--- src/hdl/rhsg_pkg.sv ---
// rhsg_pkg: shared types and constants for the row highlight span generator
// no dependencies; used by every module of the block
`timescale 1ns / 1ps

package rhsg_pkg;

  // vertical gap trimmed from each row band, capped at cell height - 1
  localparam int ROW_GAP = 0;
  // default frame row count, counter wraps at this value
  localparam int MAX_ROWS_DEF = 4096;

  localparam int COL_W   = 13;
  localparam int DISP_W  = 12;
  localparam int WORD_W  = 32;
  localparam int SEGW_W  = 20;
  localparam int SCROLL_W = 48;
  localparam int CFG_DW  = 64;
  localparam int CFG_AW  = 6;

  typedef enum logic [1:0] {
    KIND_NONE = 2'd0,
    KIND_SEG  = 2'd1,
    KIND_ERR  = 2'd2
  } kind_t;

  typedef enum logic [2:0] {
    REG_GRID_LEFT   = 3'd0,
    REG_GRID_TOP    = 3'd1,
    REG_BAND_PX     = 3'd2,
    REG_COL_COUNT   = 3'd3,
    REG_CELL_WIDTH  = 3'd4,
    REG_CELL_HEIGHT = 3'd5,
    REG_INSET       = 3'd6,
    REG_SCROLL      = 3'd7
  } reg_idx_t;

  typedef struct packed {
    logic [15:0] grid_left;
    logic [15:0] grid_top;
    logic [15:0] band_px;
    logic [11:0] column_count;
    logic [7:0]  cell_width;
    logic [7:0]  cell_height;
    logic [7:0]  inset_px;
  } geom_t;

  typedef struct packed {
    logic [WORD_W-1:0] top_row;
    logic [7:0]        sub_off;
  } scroll_t;

  typedef struct packed {
    kind_t             kind;
    logic [WORD_W-1:0] seg_x;
    logic [WORD_W-1:0] seg_y;
    logic [SEGW_W-1:0] seg_width;
    logic [7:0]        seg_height;
    logic [WORD_W-1:0] scroll_row;
  } seg_res_t;

endpackage

--- src/hdl/rhsg_scroll.sv ---
// rhsg_scroll: splits the q.16 scroll position into top row and pixel offset
// depends on rhsg_pkg
`timescale 1ns / 1ps

module rhsg_scroll (
  input  logic                          clk,
  input  logic                          rst_n,
  input  logic [rhsg_pkg::SCROLL_W-1:0] scroll_position,
  input  logic [7:0]                    cell_height,
  output rhsg_pkg::scroll_t             scroll
);

  logic [23:0]                 prod;
  logic [7:0]                  base;
  logic [7:0]                  base_rnd;
  logic [rhsg_pkg::WORD_W-1:0] whole;
  rhsg_pkg::scroll_t           scroll_r;
  rhsg_pkg::scroll_t           scroll_nxt;

  always_comb begin
    prod  = {8'd0, scroll_position[15:0]} * {16'd0, cell_height};
    base  = prod[23:16];
    whole = scroll_position[47:16];
    // round half to even on the fraction bits
    if (prod[15] && ((prod[14:0] != 15'd0) || base[0])) begin
      base_rnd = base + 8'd1;
    end else begin
      base_rnd = base;
    end
    // a full cell of offset moves the top row instead
    if (base_rnd >= cell_height) begin
      scroll_nxt.top_row = whole + 32'd1;
      scroll_nxt.sub_off = 8'd0;
    end else begin
      scroll_nxt.top_row = whole;
      scroll_nxt.sub_off = base_rnd;
    end
  end

  always_ff @(posedge clk) begin
    if (!rst_n) begin
      scroll_r <= '0;
    end else begin
      scroll_r <= scroll_nxt;
    end
  end

  assign scroll = scroll_r;

endmodule

--- src/hdl/rhsg_span.sv ---
// rhsg_span: per-row highlight rectangle, range check and band clipping
// depends on rhsg_pkg
`timescale 1ns / 1ps

module rhsg_span #(
  parameter int CNT_W = 12
) (
  input  rhsg_pkg::geom_t              geom,
  input  rhsg_pkg::scroll_t            scroll,
  input  logic                         has_span,
  input  logic [rhsg_pkg::COL_W-1:0]   span_start,
  input  logic [rhsg_pkg::COL_W-1:0]   span_end,
  input  logic [CNT_W-1:0]             disp,
  output rhsg_pkg::seg_res_t           res
);

  localparam logic [7:0] GAP = 8'(rhsg_pkg::ROW_GAP);

  logic        grid_on;
  logic        bad;
  logic [12:0] diff;
  logic [19:0] raw;
  logic [19:0] max_inset;
  logic [7:0]  inset;
  logic [19:0] colpx;
  logic [7:0]  gap;
  logic [7:0]  band;
  logic [CNT_W+7:0] rowpx;
  logic [31:0] gl_ext;
  logic [31:0] gt_ext;
  logic [31:0] x;
  logic [31:0] y;
  logic        outside;

  always_comb begin
    grid_on = (geom.column_count != 12'd0) && (geom.cell_width != 8'd0) &&
              (geom.cell_height != 8'd0) && has_span;
    bad = span_start[12] || ($signed(span_end) <= $signed(span_start)) ||
          ($signed({span_end[12], span_end}) > $signed({2'b00, geom.column_count}));
    diff  = span_end - span_start;
    raw   = {8'd0, diff[11:0]} * {12'd0, geom.cell_width};
    max_inset = (raw - 20'd1) >> 1;
    inset = ({12'd0, geom.inset_px} < max_inset) ? geom.inset_px : max_inset[7:0];
    colpx = {8'd0, span_start[11:0]} * {12'd0, geom.cell_width};

    gap  = (GAP >= geom.cell_height) ? (geom.cell_height - 8'd1) : GAP;
    band = geom.cell_height - gap;
    rowpx = {8'd0, disp} * {{CNT_W{1'b0}}, geom.cell_height};

    gl_ext = {{16{geom.grid_left[15]}}, geom.grid_left};
    gt_ext = {{16{geom.grid_top[15]}}, geom.grid_top};
    x = {12'd0, colpx} + gl_ext + {24'd0, inset};
    y = 32'(rowpx) + gt_ext - {24'd0, scroll.sub_off} + {25'd0, gap[7:1]};

    outside = ($signed(y + {24'd0, band}) <= $signed(gt_ext)) ||
              ($signed(y) >= $signed(gt_ext + {16'd0, geom.band_px}));

    res = '0;
    if (grid_on) begin
      if (bad) begin
        res.kind = rhsg_pkg::KIND_ERR;
      end else if (!outside) begin
        res.kind         = rhsg_pkg::KIND_SEG;
        res.seg_x        = x;
        res.seg_y        = y;
        res.seg_width    = raw - {11'd0, inset, 1'b0};
        res.seg_height   = band;
        res.scroll_row   = scroll.top_row + 32'(disp);
      end
    end
  end

endmodule

--- src/hdl/row_highlight_span_generator.sv ---
// row_highlight_span_generator: top level with apb registers, row counter,
// input stage and result register; depends on rhsg_pkg, rhsg_scroll, rhsg_span
// result path: an accepted item enters the input register, then the result register loads it when empty or taken
// throughput: one item per cycle while out_tready is high; a stalled output holds the result and input registers
// reset (rst_n, synchronous, active low) clears config and scroll registers, row counter and valids
`timescale 1ns / 1ps

module row_highlight_span_generator #(
  parameter int MAX_ROWS = rhsg_pkg::MAX_ROWS_DEF
) (
  input  logic                        clk,
  input  logic                        rst_n,
  // in_tdata: span_start[12:0], span_end[25:13], zero pad [31:26]
  input  logic [31:0]                 in_tdata,
  // in_tuser: has_span
  input  logic                        in_tuser,
  input  logic                        in_tlast,
  input  logic                        in_tvalid,
  output logic                        in_tready,
  // out_tdata: seg_x[31:0], seg_y[63:32], seg_width[83:64], seg_height[91:84],
  // scroll_row[123:92], display_index[135:124], out_start[148:136],
  // out_end[161:149], zero pad [167:162]
  output logic [167:0]                out_tdata,
  // out_tuser: kind
  output logic [1:0]                  out_tuser,
  output logic                        out_tlast,
  output logic                        out_tvalid,
  input  logic                        out_tready,
  input  logic                        cfg_psel,
  input  logic                        cfg_penable,
  input  logic                        cfg_pwrite,
  input  logic [rhsg_pkg::CFG_AW-1:0] cfg_paddr,
  input  logic [rhsg_pkg::CFG_DW-1:0] cfg_pwdata,
  output logic [rhsg_pkg::CFG_DW-1:0] cfg_prdata,
  output logic                        cfg_pready
);

  localparam int CNT_W = $clog2(MAX_ROWS);
  localparam int DW    = rhsg_pkg::DISP_W;

  // configuration
  rhsg_pkg::geom_t           geom_r;
  logic [rhsg_pkg::SCROLL_W-1:0] scroll_pos_r;
  rhsg_pkg::reg_idx_t        idx;
  logic                      cfg_wr;

  // row counter and stages
  logic [CNT_W-1:0]          row_cnt_r;
  logic [CNT_W-1:0]          row_cnt_nxt;
  logic                      s1_valid_r;
  logic                      s1_valid_nxt;
  logic                      s1_has_r;
  logic [rhsg_pkg::COL_W-1:0] s1_start_r;
  logic [rhsg_pkg::COL_W-1:0] s1_end_r;
  logic                      s1_last_r;
  logic [CNT_W-1:0]          s1_disp_r;
  logic                      out_valid_r;
  logic                      out_valid_nxt;
  logic [167:0]              out_data_r;
  logic [167:0]              out_data_nxt;
  logic [1:0]                out_user_r;
  logic                      out_last_r;
  logic                      in_acc;
  logic                      s2_load;
  logic [DW+CNT_W-1:0]       disp_ext;

  rhsg_pkg::scroll_t         scroll;
  rhsg_pkg::seg_res_t        res;

  assign idx        = rhsg_pkg::reg_idx_t'(cfg_paddr[5:3]);
  assign cfg_wr     = cfg_psel && cfg_penable && cfg_pwrite && cfg_pready;
  assign cfg_pready = 1'b1;

  always_ff @(posedge clk) begin
    if (!rst_n) begin
      geom_r       <= '0;
      scroll_pos_r <= '0;
    end else if (cfg_wr) begin
      unique case (idx)
        rhsg_pkg::REG_GRID_LEFT:   geom_r.grid_left    <= cfg_pwdata[15:0];
        rhsg_pkg::REG_GRID_TOP:    geom_r.grid_top     <= cfg_pwdata[15:0];
        rhsg_pkg::REG_BAND_PX:     geom_r.band_px      <= cfg_pwdata[15:0];
        rhsg_pkg::REG_COL_COUNT:   geom_r.column_count <= cfg_pwdata[11:0];
        rhsg_pkg::REG_CELL_WIDTH:  geom_r.cell_width   <= cfg_pwdata[7:0];
        rhsg_pkg::REG_CELL_HEIGHT: geom_r.cell_height  <= cfg_pwdata[7:0];
        rhsg_pkg::REG_INSET:       geom_r.inset_px     <= cfg_pwdata[7:0];
        rhsg_pkg::REG_SCROLL:      scroll_pos_r        <= cfg_pwdata[47:0];
        default: ;
      endcase
    end
  end

  always_comb begin
    unique case (idx)
      rhsg_pkg::REG_GRID_LEFT:   cfg_prdata = {48'd0, geom_r.grid_left};
      rhsg_pkg::REG_GRID_TOP:    cfg_prdata = {48'd0, geom_r.grid_top};
      rhsg_pkg::REG_BAND_PX:     cfg_prdata = {48'd0, geom_r.band_px};
      rhsg_pkg::REG_COL_COUNT:   cfg_prdata = {52'd0, geom_r.column_count};
      rhsg_pkg::REG_CELL_WIDTH:  cfg_prdata = {56'd0, geom_r.cell_width};
      rhsg_pkg::REG_CELL_HEIGHT: cfg_prdata = {56'd0, geom_r.cell_height};
      rhsg_pkg::REG_INSET:       cfg_prdata = {56'd0, geom_r.inset_px};
      rhsg_pkg::REG_SCROLL:      cfg_prdata = {16'd0, scroll_pos_r};
      default:                   cfg_prdata = '0;
    endcase
  end

  rhsg_scroll u_scroll (
    .clk             (clk),
    .rst_n           (rst_n),
    .scroll_position (scroll_pos_r),
    .cell_height     (geom_r.cell_height),
    .scroll          (scroll)
  );

  // handshake: the result register frees up when empty or taken
  assign s2_load   = s1_valid_r && (!out_valid_r || out_tready);
  assign in_tready = !s1_valid_r || s2_load;
  assign in_acc    = in_tvalid && in_tready;

  always_comb begin
    if (in_tlast) begin
      row_cnt_nxt = '0;
    end else if (row_cnt_r == CNT_W'(MAX_ROWS - 1)) begin
      row_cnt_nxt = '0;
    end else begin
      row_cnt_nxt = row_cnt_r + CNT_W'(1);
    end
    s1_valid_nxt  = in_acc ? 1'b1 : (s2_load ? 1'b0 : s1_valid_r);
    out_valid_nxt = s2_load ? 1'b1 : (out_tready ? 1'b0 : out_valid_r);
  end

  always_ff @(posedge clk) begin
    if (!rst_n) begin
      row_cnt_r   <= '0;
      s1_valid_r  <= 1'b0;
      out_valid_r <= 1'b0;
    end else begin
      if (in_acc) begin
        row_cnt_r <= row_cnt_nxt;
      end
      s1_valid_r  <= s1_valid_nxt;
      out_valid_r <= out_valid_nxt;
    end
  end

  always_ff @(posedge clk) begin
    if (in_acc) begin
      s1_has_r   <= in_tuser;
      s1_start_r <= in_tdata[12:0];
      s1_end_r   <= in_tdata[25:13];
      s1_last_r  <= in_tlast;
      s1_disp_r  <= row_cnt_r;
    end
  end

  rhsg_span #(
    .CNT_W (CNT_W)
  ) u_span (
    .geom       (geom_r),
    .scroll     (scroll),
    .has_span   (s1_has_r),
    .span_start (s1_start_r),
    .span_end   (s1_end_r),
    .disp       (s1_disp_r),
    .res        (res)
  );

  assign disp_ext = {{DW{1'b0}}, s1_disp_r};

  always_comb begin
    out_data_nxt = {6'd0, s1_end_r, s1_start_r, disp_ext[DW-1:0], res.scroll_row,
                    res.seg_height, res.seg_width, res.seg_y, res.seg_x};
  end

  always_ff @(posedge clk) begin
    if (s2_load) begin
      out_data_r <= out_data_nxt;
      out_user_r <= res.kind;
      out_last_r <= s1_last_r;
    end
  end

  assign out_tdata  = out_data_r;
  assign out_tuser  = out_user_r;
  assign out_tlast  = out_last_r;
  assign out_tvalid = out_valid_r;

endmodule
--- config.mk ---
export PLATFORM = sky130hd
export DESIGN_NAME = row_highlight_span_generator
export DESIGN_NICKNAME = d
export VERILOG_FILES = /design/src/hdl/rhsg_pkg.sv /design/src/hdl/rhsg_scroll.sv /design/src/hdl/rhsg_span.sv /design/src/hdl/row_highlight_span_generator.sv
export SDC_FILE = /design/constraint.sdc
export NUM_CORES = 2
export LEC_CHECK = 0
export BUFFER_PORTS_ARGS = -buffer_cell sky130_fd_sc_hd__buf_2
export CAP_MARGIN = 20
export CORE_AREA = 2 2 300 376
export CTS_CLUSTER_SIZE = 8
export DETAILED_ROUTE_END_ITERATION = 12
export DIE_AREA = 0 0 302 378
export PLACE_DENSITY_LB_ADDON = 0.15
export SLEW_MARGIN = 20
export SYNTH_ARGS = -nofsm -noshare
export SYNTH_HDL_FRONTEND = slang
export SYNTH_SLANG_ARGS = --single-unit
--- constraint.sdc ---
create_clock -name clk -period 31.9 [get_ports clk]
set_clock_uncertainty 0.1 [all_clocks]
set_input_delay 1.595 -clock clk [delete_from_list [all_inputs] [get_ports clk]]
set_output_delay 1.595 -clock clk [all_outputs]
set_load 0.005 [all_outputs]
Word-level counts from Yosys, hierarchy flattened
Index checks and enable logic that the tools add are counted.
{ "word_totals": {"ff_bits": 391, "output_inout_bits": 238, "word_cells": 107} }
{ "op_classes": {"n_addsub": 16, "multipliers": 4, "order_cmp": 7, "eq_ne": 8, "muxes": 13, "n_bitwise": 2, "reduce_logical": 34} }
{ "op_table": {"columns": ["op", "count"], "rows": [
  ["$pmux W64 S8", 1],
  ["$mux W125", 1],
  ["$add A32 B8 Y32", 2],
  ["$mul A12 B8 Y20", 3],
  ["$add A21 B16 Y22", 2],
  ["$mux W40", 1],
  ["$add A32 B1 Y32 const B", 1],
  ["$add A32 B12 Y32", 1],
  ["$add A32 B7 Y32", 1],
  ["$ge A32 B32 Y1", 1],
  ["$le A32 B16 Y1", 1],
  ["$sub A32 B8 Y32", 1],
  ["$mul A16 B8 Y24", 1],
  ["$mux W12", 2],
  ["$mux W8", 3],
  ["$sub A20 B1 Y20 const B", 1],
  ["$sub A20 B9 Y20", 1],
  ["$lt A8 B19 Y1", 1],
  ["$add A16 B17 Y18", 1],
  ["$reduce_and A2 Y1", 8],
  ["$reduce_bool A8 Y1", 2],
  ["$reduce_bool A15 Y1", 1],
  ["$gt A13 B13 Y1", 1],
  ["$le A13 B13 Y1", 1],
  ["22 further kinds", 45]
]} }

Depth between registers and ports, before layout
{ "depth": {"ltp_word": 9, "ltp_mapped": 52} }

Modules after synthesis
From an unflattened synthesis, not the netlist that was laid out.
{ "unflattened": {"cells_unflattened": 4177, "area_unflattened_um2": 38214.2} }
{ "by_module_without_submodules": {"columns": ["mod", "instances", "cells_per_inst", "area_each_um2", "seq_area_each_um2"], "rows": [
  ["rhsg_span", 1, 2409, 18636.6, 0.0],
  ["row_highlight_span_generator", 1, 1009, 13210.2, 9078.7],
  ["rhsg_scroll", 1, 759, 6367.4, 800.8]
]} }

Least setup slack after synthesis
OpenSTA, ideal clock, no wires.
{ "synth_path": {"path_type": "register to register", "from": "register geom_r[15] (netlist name)", "to": "register out_data_r[106] (netlist: out_tdata[106]), data pin", "setup_ns": 0.147, "arrival_time_ns": 10.623, "path_slack_ns": 21.031, "path_stages_with_launch": 48, "n_path_buf": 4, "synth_period_minus_slack_ns": 10.869, "path_cell_list": "dfxtp_1 clkbuf_1 clkbuf_1 nand2_1 fa_1 fa_1 inv_1 fa_1 inv_1 fa_1 inv_1 ha_1 a21oi_1 o21bai_1 a21oi_1 o21ai_0 o41ai_1 nor2b_1 (+12 left out) a311oi_1 maj3_1 nor2_1 nor2_1 ha_1 a21o_1 a21o_1 a21o_1 a21o_1 a21o_1 a21oi_1 nand2_1 or4_1 a211oi_1 nand2_1 clkbuf_1 clkbuf_1 a21oi_1"} }
{ "synth_between": {"elab_chain_cells": 8, "word_cells_on_any_way": 17, "classes_between": "add/sub: 6; mul: 1; order compare: 3; mux: 1; bitwise: 1; reduce/logical: 5"} }
{ "synth_rtl": {"columns": ["element", "line", "text"], "rows": [
  ["$mul A12 B8 Y20", "rhsg_span.sv:48", "rowpx = {8'd0, disp} * {{CNT_W{1'b0}}, geom.cell_height};"],
  ["$add A21 B16 Y22", "rhsg_span.sv:53", "y = 32'(rowpx) + gt_ext - {24'd0, scroll.sub_off} + {25'd0, gap[7:1]};"],
  ["$sub A32 B8 Y32", "rhsg_span.sv:53", null],
  ["$add A32 B7 Y32 (*)", "rhsg_span.sv:53", null],
  ["net u_span.y[25]", "rhsg_span.sv:32", "logic [31:0] y;"],
  ["$add A32 B8 Y32", "rhsg_span.sv:55", "outside = ($signed(y + {24'd0, band}) <= $signed(gt_ext)) ||"],
  ["$le A32 B16 Y1", "rhsg_span.sv:55", null],
  ["$logic_or A1 B1 Y1 (*)", "rhsg_span.sv:55", null],
  ["$reduce_or A3 Y1 (no line) (*)", null, null],
  ["end signal, assigned", "row_highlight_span_generator.sv:177", "out_data_r <= out_data_nxt;"],
  ["end, declared", "row_highlight_span_generator.sv:59", "logic [167:0] out_data_r;"]
]} }
The timed path passes the listed nets; every way through them passes the cells marked *.
A chain may end at the register's enable or synchronous reset.

Final worst setup path
{ "layout_path": {"from": "register s1_disp_r[1]", "to": "register out_data_r[85] (netlist: out_tdata[85]), data pin"} }
{ "layout_between": {"elab_chain_cells": 8, "word_cells_on_any_way": 9, "classes_between": "add/sub: 4; mul: 1; order compare: 2; reduce/logical: 2"} }
{ "layout_rtl": {"columns": ["element", "line", "text"], "rows": [
  ["start, declared", "row_highlight_span_generator.sv:56", "logic [CNT_W-1:0] s1_disp_r;"],
  ["start signal, assigned", "row_highlight_span_generator.sv:152", "s1_disp_r <= row_cnt_r;"],
  ["$mul A12 B8 Y20 (*)", "rhsg_span.sv:48", null],
  ["$add A21 B16 Y22 (*)", "rhsg_span.sv:53", null],
  ["$sub A32 B8 Y32 (*)", "rhsg_span.sv:53", null],
  ["$add A32 B7 Y32 (*)", "rhsg_span.sv:53", null],
  ["net u_span.y[27]", "rhsg_span.sv:32", null],
  ["$add A32 B8 Y32", "rhsg_span.sv:55", null],
  ["$le A32 B16 Y1", "rhsg_span.sv:55", null],
  ["$logic_or A1 B1 Y1 (*)", "rhsg_span.sv:55", null],
  ["$reduce_or A3 Y1 (no line) (*)", null, null]
]} }
Marks and branches as above.

==> out/qor.yml <==
hold_viol: 0
die_height_microns: 378
ports_placed_on_the_boundary: 349
most-common-layout-cells: "nand2_1, inv_1, ha_1"
cts_made_buffers: 57
drt-initial-drc-count: 1598
power_density_relative_to_cell_area_nw_per_um2: 33.5
synth-edff-count: 205
irDropWorstVdd_uv: 45.4
area_growth_pct: 12.3
timing.hold.worst.class: "flip-flop to flip-flop"
cts.path.max_buffers: 3
synth.area.top_cells: "edfxtp_1, fa_1, ha_1, dfxtp_1, nand2_1"
die_w_microns: 302
std_cell_rows: 137
leakage_nw: 19.3
buffer_ports.inserted: 300
crit_startpoint: "s1_disp_r[1]$_DFFE_PP_"
unrepaired_setup_endpoints_after_global_routing: "no"
grt_pass1_vias: 30800
num_vias: 30700
drt-wirelength-per-cell_microns: 19.5
post-dp-hpwl_mm: 92.3
result_of_the_run: "completed"
critical_path.reg2reg.startpoint: "s1_disp_r[1]$_DFFE_PP_"
postSynthCellCount: 4352
finalSetupViolations: 0
worst-setup-path-type: "flip-flop to flip-flop"
synth_area_per_cell_sq_um: 8.84
postCtsSetupBuffers: 0
holdPathEnd: "out_tlast$_DFFE_PP_"
r2r_cells: 49
synth.lib_cells_used.distinct: 91
largest_net_degree_at_the_start_of_global_routing: 90
final-instance-count-excl-fill: 6082
cp_slowest_cell: "nor4_1"
yosys_warnings: 0
clk_root_buffer_cell: "clkbuf_16"
internal_reg_to_reg_setup_slack_ns: 18.74
max_stage_delay_ns: 0.68
timing.critical_path.to_type: "flip-flop"
via_per_inst: 5.05
critical_path.max_fanout: 52
finish.utilization_pct: 38.9
worst_slew_pin_slew_ns: 1.10
regToRegEndpoint: "out_tdata[85]$_SDFFCE_PP0P_"
critPathMostFrequentCell: "inv_1"
holdCritStartpoint: "s1_last_r$_DFFE_PP_"
floorplan.core_area_sq_um: 111000
final.setup.tns_ns: 0
antenna_violating_nets_post_route: 0
cts_hold_buffers: 0
cts_max_level: 2
globalRouteTotalUtil_pct: 20.6
cts_tree: "built"
start_kind: "flip-flop"
share_of_synthesized_flip_flops_with_an_asynchronous_set_or_reset_pct: 0
critical_path_required_ns: 32.21
finalWeightedCongestion: 0.838
synth_area_leader_cell: "edfxtp_1"
ctsResizeCount: 0
floorplan.die_area_sq_um: 114000
globalRouteOverflowTotal: 0
finalWirelength_mm: 119
final_min_period_over_clock_period_pct: 41.3
critical_path_arrival_ns: 13.47
synthesis.area_sq_um: 38500
mostFrequentLayoutCell: "nand2_1"
slew_viol_final: 0
cts_sinks: 391
net_count_final: 5368
wire_length_of_the_first_global_routing_pass_mm: 181
dpl.cell_count: 5985
drt-pass1-iter-count: 5
timing.max_slew.rel_slack_pct: 26.6
effective_utilization_at_floorplan_pct: 34.7
ys_seq_elements: 391
synth_top_cell_area_share_pct: 16.0
dpl_cell_area_sq_um: 41400
final_cell_area_sq_um: 43200
number_of_antenna_violations_at_the_first_check_in_global_routing: 5
max-cap-violations: 0
ys_dominant_reg_cell: "edfxtp_1"
period_minus_slack_ns: 13.16
drc: 0
synth_sequential_area_ratio_pct: 25.7
max_freq_mhz: 76.0
clock_network_latency_to_the_later_pin_of_the_worst_skew_pair_ns: 0.67
cts.clk_slew.worst_paths_ns: 0.06
place_ws_ns: 18.55
final_layout_size_suffix_gt1_share_pct: 10.1
post_route_worst_setup_slack_ns: 18.74
worstHoldPathCells: 0
-- cells in the mapped netlist, drive strengths merged, types with 139 or more instances --
| cell | count |
|---|---|
| nand2 | 556 |
| inv | 495 |
| ha | 393 |
| fa | 279 |
| nor2 | 266 |
| and2 | 252 |
| edfxtp | 205 |
| dfxtp | 186 |
| a21oi | 177 |
| xnor2 | 166 |
| clkbuf | 161 |
| o21ai | 139 |
-- critical path: cells and delay by family (launching register included) --
kind / cells / cell delay (ns)
xor+xnor: 2 / 0.47
flops: 1 / 0.54
compound gates: 16 / 3.34
simple gates: 14 / 3.57
buf+inv: 8 / 1.26
fa+ha+maj: 9 / 3.53
-- area by class of cell --
type                       instances  area, sq um
timing repair buffer             347         1860
sequential                       391         9880
multi-input combinational       3292        26000
fill                           11300        67700
tap                             1459         1830
inverter                         496         1860
clock buffer                      88         1600
clock inverter                     7          136
antenna                            2         5.00
-- kinds of logic after synthesis --
group / after synthesis / share of synthesized area (%)
flops: 391 / 25.7
other cells: 2 / 0.0195
mux: 76 / 2.09
xor+xnor: 246 / 5.64
simple gates: 1532 / 19.5
fa+ha+maj: 675 / 27.4
buf+inv: 690 / 6.99
compound gates: 740 / 12.7
-- worst max-delay path by stage --
stage | end | depth (start not counted) | slack, ns
3_5_place_dp | out_tdata[85]$_SDFFCE_PP0P_ | 49 | 18.55
3_3_place_gp | out_tdata[85]$_SDFFCE_PP0P_ | 49 | 18.64
2_1_floorplan | out_tdata[106]$_SDFFCE_PP0P_ | 47 | 21.03
4_1_cts | out_tdata[85]$_SDFFCE_PP0P_ | 49 | 18.48
6_report | out_tdata[85]$_SDFFCE_PP0P_ | 49 | 18.74
5_1_grt | out_tdata[85]$_SDFFCE_PP0P_ | 48 | 17.55
-- sequential cells by signal (all words and copies together), names as in the netlist --
| register | cells |
|---|---|
| s1_end_r | 13 |
| u_scroll.scroll | 40 |
| out_tdata | 162 |
| s1_last_r | 1 |
| geom_r | 84 |
| s1_valid_r | 1 |
| s1_disp_r | 12 |
| row_cnt_r | 12 |
| out_tvalid | 1 |
| s1_has_r | 1 |
| out_tlast | 1 |
| out_tuser | 2 |
| scroll_pos_r | 48 |
| s1_start_r | 13 |
-- per-layer routing --
layer	part of all wire (%)	wire (microns)	track usage [%]	vias to the layer above
li1	-	-	-	15000
met1	44	52500	26.7	14900
met2	49	57800	35.7	613
met3	3.9	4610	2.20	172
met4	3.3	3920	6.59	6
met5	0.029	35	0	-
-- stage by stage --
| step | power, W | hold WS [ns] |
|---|---|---|
| floorplan | 0.000773 | 0.300 |
| global placement | 0.000863 | 0.305 |
| detailed placement | 0.000865 | 0.306 |
| CTS | 0.00147 | 0.326 |
| global route | 0.00153 | 0.338 |
| finish | 0.00145 | 0.322 |
-- report_power, final --
group	total, W	internal, W	switching [W]
Sequential	0.000554	0.000541	0.0000123
Clock	0.000594	0.000349	0.000244
Combinational	0.000300	0.000121	0.000179
Power figures use the tool's default switching activity.
